## config.mk

```make
export PLATFORM = sky130hd
export DESIGN_NAME = ffba_cell
export DESIGN_NICKNAME = d
export VERILOG_FILES = /design/src/ffba_pkg.sv /design/src/ffba_cell.sv
export SDC_FILE = /design/constraint.sdc
export NUM_CORES = 1
export LEC_CHECK = 0
export ABC_AREA = 1
export ABC_CLOCK_PERIOD_IN_PS = 1900
export CORE_MARGIN = 1
export CORE_UTILIZATION = 40
export DETAILED_ROUTE_END_ITERATION = 16
export DONT_BUFFER_PORTS = 1
export PLACE_DENSITY_LB_ADDON = 0.2
export SYNTH_ARGS = -nofsm -noshare
export SYNTH_HDL_FRONTEND = slang
export SYNTH_SLANG_ARGS = --single-unit
export TNS_END_PERCENT = 5
```

## constraint.sdc

```tcl
create_clock -name clk -period 1.9 [get_ports clk]
set_input_delay 0 -clock clk [delete_from_list [all_inputs] [get_ports clk]]
set_output_delay 0 -clock clk [all_outputs]
set_load 0.05 [all_outputs]
```

## src/ffba_pkg.sv

```systemverilog
// ----------------------------------------------------------------------------
// ffba_pkg
// Shared types and constants for the first-fit heap block allocator.
// ----------------------------------------------------------------------------
`default_nettype none

package ffba_pkg;

	localparam int ADDR_W           = 24;
	localparam int MAX_BLOCKS_DEF   = 64;
	localparam int HEADER_BYTES_DEF = 16;
	localparam int STATUS_W         = 3;

	// request kinds
	localparam logic REQ_ALLOC   = 1'b0;
	localparam logic REQ_RELEASE = 1'b1;

	// result status codes
	localparam logic [STATUS_W-1:0] STAT_OK        = 3'd0;
	localparam logic [STATUS_W-1:0] STAT_ZERO      = 3'd1;
	localparam logic [STATUS_W-1:0] STAT_FULL      = 3'd2;
	localparam logic [STATUS_W-1:0] STAT_EXHAUSTED = 3'd3;
	localparam logic [STATUS_W-1:0] STAT_UNKNOWN   = 3'd4;

	// config register byte addresses
	localparam logic [1:0] ADDR_HEAP_LIMIT = 2'd0;
	localparam logic [ADDR_W-1:0] HEAP_LIMIT_RST = 24'hFFFFFF;

	typedef struct packed {
		logic              req_type;
		logic [ADDR_W-1:0] req_size;
		logic [ADDR_W-1:0] release_address;
	} req_t;

	typedef struct packed {
		logic [STATUS_W-1:0] status;
		logic [ADDR_W-1:0]   user_address;
		logic                from_reuse;
	} rsp_t;

	// request held steady for the cells while a search runs
	typedef struct packed {
		logic              is_release;
		logic [ADDR_W-1:0] size;
		logic [ADDR_W-1:0] addr;
	} query_t;

	// search wave handed from cell to cell
	typedef struct packed {
		logic              valid;
		logic              found;
		logic              last;
		logic [ADDR_W-1:0] start;
	} wave_t;

	// append of a new table entry
	typedef struct packed {
		logic              en;
		logic [ADDR_W-1:0] start;
		logic [ADDR_W-1:0] length;
	} cell_wr_t;

endpackage

`default_nettype wire

```

## src/ffba_cell.sv

```systemverilog
// ----------------------------------------------------------------------------
// ffba_cell
// One table entry of the allocator; checks the passing search wave.
// ----------------------------------------------------------------------------
`default_nettype none

module ffba_cell #(
	parameter int CW           = 7,
	parameter int IDX          = 0,
	parameter int HEADER_BYTES = 16
) (
	input  wire                   clk,
	input  wire                   arst_n,
	input  wire ffba_pkg::query_t   query,
	input  wire  [CW-1:0]         count,
	input  wire ffba_pkg::cell_wr_t wr,
	input  wire  [CW-1:0]         wr_idx,
	input  wire ffba_pkg::wave_t    wave_in,
	output ffba_pkg::wave_t       wave_out
);
	import ffba_pkg::*;

	localparam logic [CW-1:0]   MY_IDX  = CW'(IDX);
	localparam logic [CW-1:0]   NXT_IDX = CW'(IDX + 1);
	localparam logic [ADDR_W:0] HDR     = (ADDR_W + 1)'(HEADER_BYTES);

	logic [ADDR_W-1:0] start_q;
	logic [ADDR_W-1:0] length_q;
	logic              free_q;
	wave_t             wave_q;

	logic in_use;
	logic is_last;
	logic hit_alloc;
	logic hit_rel;
	logic hit;

	assign in_use    = MY_IDX < count;
	assign is_last   = NXT_IDX == count;
	assign hit_alloc = free_q && (length_q >= query.size);
	assign hit_rel   = ({1'b0, start_q} + HDR) == {1'b0, query.addr};
	assign hit       = wave_in.valid && !wave_in.found && in_use &&
	                   (query.is_release ? hit_rel : hit_alloc);

	// entry contents, no reset: only entries below the count are looked at
	always_ff @(posedge clk) begin
		if (wr.en && (wr_idx == MY_IDX)) begin
			start_q  <= wr.start;
			length_q <= wr.length;
			free_q   <= 1'b0;
		end else if (hit) begin
			free_q <= query.is_release;
		end
	end

	always_ff @(posedge clk or negedge arst_n) begin
		if (!arst_n) begin
			wave_q <= '0;
		end else if (hit) begin
			wave_q <= '{valid: 1'b1, found: 1'b1, last: is_last, start: start_q};
		end else begin
			wave_q <= wave_in;
		end
	end

	assign wave_out = wave_q;

endmodule

`default_nettype wire
```

### Word level (Yosys, flattened, before mapping)

Cells that the tools add are included.

* eq/ne operators: 2
* $mul: 0
* divide/modulo/power cells: 0
* reduce and logical (&&, ||, !) cells: 7
* bitwise operators: 0
* $add $sub $neg: 1
* magnitude comparators: 2
* shift-type cells: 0
* mux-type cells: 2

Operator list (number)
* 2-to-1 mux 27 bit: 1
* adder 24 x 5 -> 25 bit (second input constant): 1
* == test 25 x 24 -> 1 bit: 1
* greater-or-equal comparator 24 bit: 1
* == test 1 x 7 -> 1 bit (first input constant): 1
* zero test 7 bit: 1
* less-than comparator 1 x 7 -> 1 bit (first input constant): 1
* logical AND 1 bit: 5
* zero test 1 bit: 1
* 2-to-1 mux 1 bit: 1

* bits in writable memories: 0
* word-level logic and storage cells: 21
* register bits: 76
* latch bits: 0
* output and inout bits: 27
* input port bits: 141
* memory bits (read-only): 0
* memories: 0

### Longest topological paths before layout

Gate-level depths: netlist of the first run.

* depth after elaboration: 5
* depth in mapped cells: 18
* mapped depth without buffers: 17

### Least setup slack after synthesis of the first run

No wires, ideal clock.

* path type: input to register
* from: input port wr_idx[1]
* to: register length_q[0] (enable)
* buffers on the path: 0
* slack: -1.129 ns
* required time: 1.445 ns
* arrival time: 2.573 ns
* setup time: 0.455 ns
* stages: 2
* path through: or4_1 > nor2_1

* longest elaborated chain between the ends: 2

RTL lines
* start: declaration: RTL line ffba_cell.sv:17 `input wire [CW-1:0] wr_idx,`
* zero test 7 bit: RTL line ffba_cell.sv:47 `if (wr.en && (wr_idx == MY_IDX)) begin`
* logical AND 1 bit: RTL line ffba_cell.sv:47
* end signal: assignment: RTL line ffba_cell.sv:49 `length_q <= wr.length;`
* end: declaration: RTL line ffba_cell.sv:28 `logic [ADDR_W-1:0] length_q;`

No other way between the ends.
A chain may end at the register's enable or synchronous reset.

### Worst setup path after layout of the first run

* from: register start_q[5]
* to: register wave_q, in the netlist wave_out[15]

* longest elaborated chain between the ends: 5

RTL lines
* start: declaration: RTL line ffba_cell.sv:27 `logic [ADDR_W-1:0] start_q;`
* start signal: assignment: RTL line ffba_cell.sv:48 `start_q <= wr.start;`
* adder 24 x 5 -> 25 bit: RTL line ffba_cell.sv:41 `assign hit_rel = ({1'b0, start_q} + HDR) == {1'b0, query.addr};`
* == test 25 x 24 -> 1 bit: RTL line ffba_cell.sv:41
* 2-to-1 mux 1 bit: RTL line ffba_cell.sv:43 `(query.is_release ? hit_rel : hit_alloc);`
* logical AND 1 bit: RTL line ffba_cell.sv:42 `assign hit = wave_in.valid && !wave_in.found && in_use &&`
* 2-to-1 mux 27 bit: RTL line ffba_cell.sv:59 `end else if (hit) begin`
* end signal: assignment: RTL line ffba_cell.sv:60 `wave_q <= '{valid: 1'b1, found: 1'b1, last: is_last, start: start_q};`
* end signal: assignment: RTL line ffba_cell.sv:62 `wave_q <= wave_in;`
* end: declaration: RTL line ffba_cell.sv:30 `wave_t wave_q;`

No other way between the ends.

==> flow_summary.yaml, run 1 <==
run_status:
  run_status: "finished, violations left"
  violated_checks: "hold timing, setup timing"
timing:
  slew_headroom: 0.687
  hold_viol_final: 2
  tcrit_tclk_final: 1.17
  worst_setup_skew_after_layout_ns: 0.0115
  final_critical_path_setup_slack_ns: -0.326
  unrepaired_setup_endpoints_after_global_routing: "yes"
  worst_pin_slew_ns: 0.470
  finalMaxSlewViolations: 0
  max_freq_ghz: 0.449
  setup-tns-final_ns: -8.30
  final_period_minus_worst_setup_slack_ns: 2.23
  finalSetupViolCount: 27
  worst_hold_slack_ns: -0.170
die:
  die_area_mm2: 0.0110
  num_rows: 37
  floorplan.die.width_um: 105
  top_level_ports: 168
  floorplan.initialDensity: 0.411
  dieHeight_um: 105
  core_area_mm2: 0.0103
finish:
  finalNonFillerCells: 699
  post_route_cells_drive_above_1_share: 0.227
  nets: 724
  final_util: 0.556
  post-route-cell-area_mm2: 0.00572
  diodes: 0
  layout-area-overhead-vs-synth_pct: 35.5
setup_path:
  path_delay_family: "simple AND/OR/NAND/NOR gates"
  regToRegStartpoint: "start_q[5]"
  critPathBufInv: 2
  cp.arrival_ns: 2.46
  cp-end-kind: "flop"
  rr_endpoint: "wave_out[15]"
  cpMaxStageDelayCell: "edfxtp_1"
  critPathRequiredTime_ns: 2.14
  cp_max_fo: 26
  cp_cell_sequence: "buf_4 > nand2_1 > nor2_4 > nand2_4 > nor2_4 > xor2_1 > nand2_1 > nand3b_1 > nor2_1 > nand2_1 > nand2_2 > nand3_4 > buf_12 > nand2_2 > o21ai_2"
  critPathMostFrequentCell: "nand2_1"
  path_class: "flop to flop"
  cp-start-kind: "flop"
  cp_slowest_stage_delay_ns: 0.38
  ff2ff_path_depth: 15
  timing.reg2reg.setup_slack_ns: -0.33
route:
  detail_route.wirelength_mm: 9.47
  count_of_tritonroute_iterations_in_the_first_routing_pass: 4
  wire_per_inst_um: 13.5
  route.antenna.remaining_nets: 0
  dr_total_vias: 3258
  via_per_inst: 4.66
  post-route-drc-count: 0
  detailedRoute.firstIterationViolations: 92
clocking:
  cts.htree.levels: 3
  tritoncts: "done"
  clockBufferDepth: 2
  root_buffer: "clkbuf_8"
  worst_setup_hold_path_clk_slew_ns: 0.08
  tritoncts.num_buffers: 9
  clock_latency_ns: 0.35
  cts_sinks: 76
power_and_ir_drop:
  power.density_cell_area_mw_per_mm2: 620
  swShare: 0.262
  clockPowerShare: 0.341
  report.power.total_mw: 3.55
  leakage_power_total_nw: 2.55
  logic_gate_share_of_total_power: 0.106
  vdd.ir_drop.worst_uv: 270
  seq_power_share: 0.552
  power.internal_mw: 2.62
  power.switching_mw: 0.930
min_path:
  min-delay-path-class: "input port to flop"
  hold_path.startpoint: "query[48]"
  min_path_cells: 2
  whs_endpoint: "free_q"
placement:
  gpl.final_weighted_congestion: 0.926
  buffer_ports.inserted: 0
  post_dp_cell_area_mm2: 0.00470
  hpwlAfterDp_mm: 7.24
  post-place-cells: 603
synthesis:
  synth_edf_count: 48
  synth_flop_cell: "edfxtp_1"
  ys_async_sr_fraction: 0.355
  syn_inst: 430
  syn-mean-instance-area_um2: 9.81
  synth_area_mm2: 0.00422
  seq_area_frac_synth: 0.506
  netlist-cell-type-count: 28
  yosysWarnings: 0
  synth_fp_nets: 596
  postSynthRegisterBits: 76
grt:
  grt_pass1_wl_mm: 15.5
  pin_count_of_the_biggest_net_entering_global_routing: 28
  grt_overflow: 0
  vias_in_the_first_global_route: 3394
  antenna_found_initial: 0
  global_route.usage.total: 0.184
flow_run:
  cap_violations: 0
## placed cells by master, fill, tap and decap left out, types with 3 or more instances in the layout
master         Yosys  layout
nor3_1             4       4
o21ai_2           25      25
clkbuf_8           0       9
nor2_1            22      19
nand2_1           78      78
buf_12             0       4
nor2_2             5       6
dfrtp_1           27      27
edfxtp_1          48      48
xor2_1            14      14
nand2_2           27      26
o21ai_0            6       5
a21oi_1           17      17
buf_4              0      40
nand4_1            6       6
inv_1             70      70
dlygate4sd3_1      0      78
o21ai_1            2       3
nor2_4             4       6
nand3b_1           4       4
xnor2_1           13      13
ha_1              25      25
nand3_1           18      18
## sequential cells by signal, summed over array words and instances (netlist names)
name	count
wave_out	27
length_q	24
start_q	24
free_q	1
## through the flow
stage                     setup slack (ns)  hold WS [ns]
final                               -0.326        -0.170
after global routing                -0.588        -0.162
after CTS                           -0.336        -0.246
after detailed placement            -0.412        -0.295
after global placement              -0.372        -0.295
after floorplan                     -0.116        -0.296
## how the worst max path moves through the flow
stage	end	cells after the start	slack, ns	startpoint
4_1_cts	wave_out[22]	15	-0.34	start_q[4]
5_1_grt	wave_out[4]	15	-0.59	start_q[4]
3_5_place_dp	wave_out[2]	15	-0.41	start_q[4]
6_report	wave_out[15]	15	-0.33	start_q[5]
2_1_floorplan	wave_out[19]	15	-0.12	start_q[4]
3_3_place_gp	free_q	16	-0.37	start_q[4]
## power by group through the flow
| stage | registers (mW) | clock network [mW] | logic [mW] |
|---|---|---|---|
| finish | 1.96 | 1.21 | 0.378 |
| CTS | 1.96 | 1.25 | 0.375 |
| global placement | 2.00 | 0 | 0.217 |
| floorplan | 1.99 | 0 | 0.186 |
| global route | 1.96 | 1.33 | 0.423 |
| detailed placement | 2.00 | 0 | 0.226 |
## area by class of cell
| type | instances | area (um2) |
|---|---|---|
| clock buffer | 9 | 124 |
| clock inverter | 7 | 67.6 |
| fill | 892 | 4560 |
| inverter | 71 | 267 |
| multi-input combinational | 277 | 1780 |
| sequential | 76 | 2140 |
| tap | 136 | 170 |
| timing repair buffer | 123 | 1170 |
## cells in the mapped netlist, types with 4 or more instances
master	n	area, um2
ha_1	25	313
nor2_2	5	31.3
o21ai_0	6	30.0
nor2_1	22	82.6
dfrtp_1	27	676
xnor2_1	13	114
nand2_1	78	293
nor3_1	4	20.0
edfxtp_1	48	1440
nor2_4	4	45.0
a21oi_1	17	85.1
xor2_1	14	123
inv_1	70	263
nand3_1	18	90.1
buf_6	5	56.3
nand2_2	27	169
o21ai_2	25	219
nand3b_1	4	30.0
nand4_1	6	37.5
## routing by layer
layer	vias to the layer above	global-route usage	wire length [um]
met1	1469	0.203	3830
met5	-	0	0
met4	0	0.0905	267
met3	18	0.0574	652
met2	123	0.319	4710
li1	1648	-	-
## timing repair
item / CTS / global route
resized for setup: 2 / 4
setup endpoints to repair: 27 / 27
buffers inserted: 1 / 0
hold endpoints to repair: 103 / 3
hold buffers: 78 / 1
## cell families (layout without fill, tap and decap cells)
group | after synthesis | after routing | synth area share
buffers and inverters | 77 | 210 | 0.0774
AND/OR/NAND/NOR | 173 | 173 | 0.201
flip-flops | 76 | 76 | 0.506
adder cells (fa/ha/maj) | 25 | 25 | 0.0741
AO/OA/AOI/OAI | 52 | 52 | 0.0851
XOR/XNOR | 27 | 27 | 0.0560
Note: power is estimated with default switching activity, not from simulation.
==> inputs of run 2 (changes only) <==
--- a/config.mk
+++ b/config.mk
@@ -11,7 +11,7 @@
 export CORE_UTILIZATION = 40
 export DETAILED_ROUTE_END_ITERATION = 16
 export DONT_BUFFER_PORTS = 1
-export PLACE_DENSITY_LB_ADDON = 0.2
+export PLACE_DENSITY = 0.64
 export SYNTH_ARGS = -nofsm -noshare
 export SYNTH_HDL_FRONTEND = slang
 export SYNTH_SLANG_ARGS = --single-unit
==> run 2 against run 1 <==
Net effect:
- the run still ends with hold timing, setup timing left
- flip-flop and latch count did not move
- sequential share of layout area shrank 0.28 points
- worst hold slack worse by 0.0040 ns
- clock-buffer cell count increased by 2
- non-clock buffer count is the same
- critical path depth increased by 2
==> flow_summary.yaml, run 2 (synthesis results as in run 1) <==
route:
  detailedRoute.firstIterationViolations: 82
  wire_per_inst_um: 14.4
  detail_route.wirelength_mm: 10.1
  route.antenna.remaining_nets: 0
  dr_total_vias: 3258
  via_per_inst: 4.66
  post-route-drc-count: 0
  count_of_tritonroute_iterations_in_the_first_routing_pass: 4
setup_path:
  ff2ff_path_depth: 17
  cp_max_fo: 24
  path_class: "flop to flop"
  critPathRequiredTime_ns: 2.14
  rr_endpoint: "wave_out[17]"
  cpMaxStageDelayCell: "edfxtp_1"
  cp-end-kind: "flop"
  critPathBufInv: 1
  cp.arrival_ns: 2.49
  cp_cell_sequence: "ha_2 > nand2_2 > nor2_4 > nand2_2 > nor2_4 > nand3_1 > nand3_1 > nand2_1 > nor2_2 > nand2_1 > nor2_1 > nand2_1 > nand2_2 > nand3_4 > buf_12 > nand2_2 > o21ai_2"
  cp-start-kind: "flop"
  regToRegStartpoint: "start_q[4]"
  path_delay_family: "simple AND/OR/NAND/NOR gates"
  critPathMostFrequentCell: "nand2_2"
  cp_slowest_stage_delay_ns: 0.39
  timing.reg2reg.setup_slack_ns: -0.35
power_and_ir_drop:
  report.power.total_mw: 3.74
  vdd.ir_drop.worst_uv: 420
  leakage_power_total_nw: 2.57
  power.density_cell_area_mw_per_mm2: 649
flow_run:
  cap_violations: 0
clocking:
  clock_latency_ns: 0.36
  root_buffer: "clkbuf_8"
  tritoncts: "done"
  cts_sinks: 76
  worst_setup_hold_path_clk_slew_ns: 0.08
  tritoncts.num_buffers: 9
  clockBufferDepth: 2
  cts.htree.levels: 3
min_path:
  whs_endpoint: "free_q"
  hold_path.startpoint: "query[48]"
  min-delay-path-class: "input port to flop"
  min_path_cells: 2
finish:
  diodes: 0
  post-route-cell-area_mm2: 0.00576
  commonest_non_fill_non_tap_cell_in_the_layout: "dlygate4sd3_1"
  final_util: 0.560
  flip_flop_count_of_the_largest_register_all_copies_and_words_added: 27
  finalNonFillerCells: 699
  layout-area-overhead-vs-synth_pct: 36.5
  layout_common_cells: "dlygate4sd3_1 (78), nand2_1 (77), inv_1 (70)"
  post_route_cells_drive_above_1_share: 0.229
  nets: 724
timing:
  worst_hold_slack_ns: -0.174
  tcrit_tclk_final: 1.18
  final_critical_path_setup_slack_ns: -0.346
  max_freq_ghz: 0.445
  worst_pin_slew_ns: 0.465
  final_period_minus_worst_setup_slack_ns: 2.25
  worst_setup_skew_after_layout_ns: 0.0125
  finalMaxSlewViolations: 0
  unrepaired_setup_endpoints_after_global_routing: "yes"
  slew_headroom: 0.690
  finalSetupViolCount: 27
  hold_viol_final: 1
die:
  floorplan.die.width_um: 105
  die_area_mm2: 0.0110
  num_rows: 37
  core_area_mm2: 0.0103
  top_level_ports: 168
  floorplan.initialDensity: 0.411
  dieHeight_um: 105
grt:
  antenna_found_initial: 0
  grt_overflow: 0
  pin_count_of_the_biggest_net_entering_global_routing: 28
  grt_pass1_wl_mm: 16.4
  global_route.usage.total: 0.194
  vias_in_the_first_global_route: 3604
run_status:
  run_status: "finished, violations left"
  violated_checks: "hold timing, setup timing"
placement:
  post-place-cells: 603
  hpwlAfterDp_mm: 7.23
  buffer_ports.inserted: 0
  post_dp_cell_area_mm2: 0.00470
  gpl.final_weighted_congestion: 0.901
-- run 2: per-layer routing --
layer / global-route usage / routed length, um / vias up
met2: 0.353 / 5250 / 118
met5: 0 / 0 / -
met1: 0.207 / 3880 / 1472
li1: - / - / 1653
met3: 0.0674 / 736 / 15
met4: 0.0674 / 192 / 0
-- run 2: worst max path at each step --
stage	to	cells past startpoint	slack, ns	startpoint
finish	wave_out[17]	17	-0.35	start_q[4]
global route	wave_out[17]	15	-0.61	start_q[4]
CTS	wave_out[9]	15	-0.32	start_q[4]
detailed placement	free_q	19	-0.39	start_q[4]
global placement	free_q	15	-0.32	start_q[4]
floorplan	wave_out[19]	15	-0.12	start_q[4]
-- run 2: through the flow --
step / setup TNS, ns / hold slack [ns] / setup WS [ns]
detailed placement: -9.33 / -0.295 / -0.386
CTS: -8.06 / -0.252 / -0.317
finish: -8.50 / -0.174 / -0.346
global placement: -7.84 / -0.295 / -0.319
floorplan: -2.85 / -0.296 / -0.116
global route: -15.45 / -0.186 / -0.606
-- run 2: power breakdown --
group	total, mW	internal (mW)	switching, mW	leakage [nW]
sequential	1.96	1.80	0.156	0.756
combinational	0.384	0.219	0.165	1.70
clock	1.40	0.781	0.616	0.110
-- run 2: area by class of cell --
cell class | instances | area, um2
sequential | 76 | 2140
clock inverter | 5 | 85.1
timing repair buffer | 123 | 1170
inverter | 71 | 267
fill | 899 | 4520
clock buffer | 11 | 141
multi-input combinational | 277 | 1790
tap | 136 | 170
-- run 2: timing repair --
item,in CTS,in global routing
hold buffers,78,1
gates resized for setup,5,1
hold endpoints to repair,103,2
cloned,0,0
buffers inserted,1,0
endpoints found under the setup margin,27,27
pin swaps,0,0
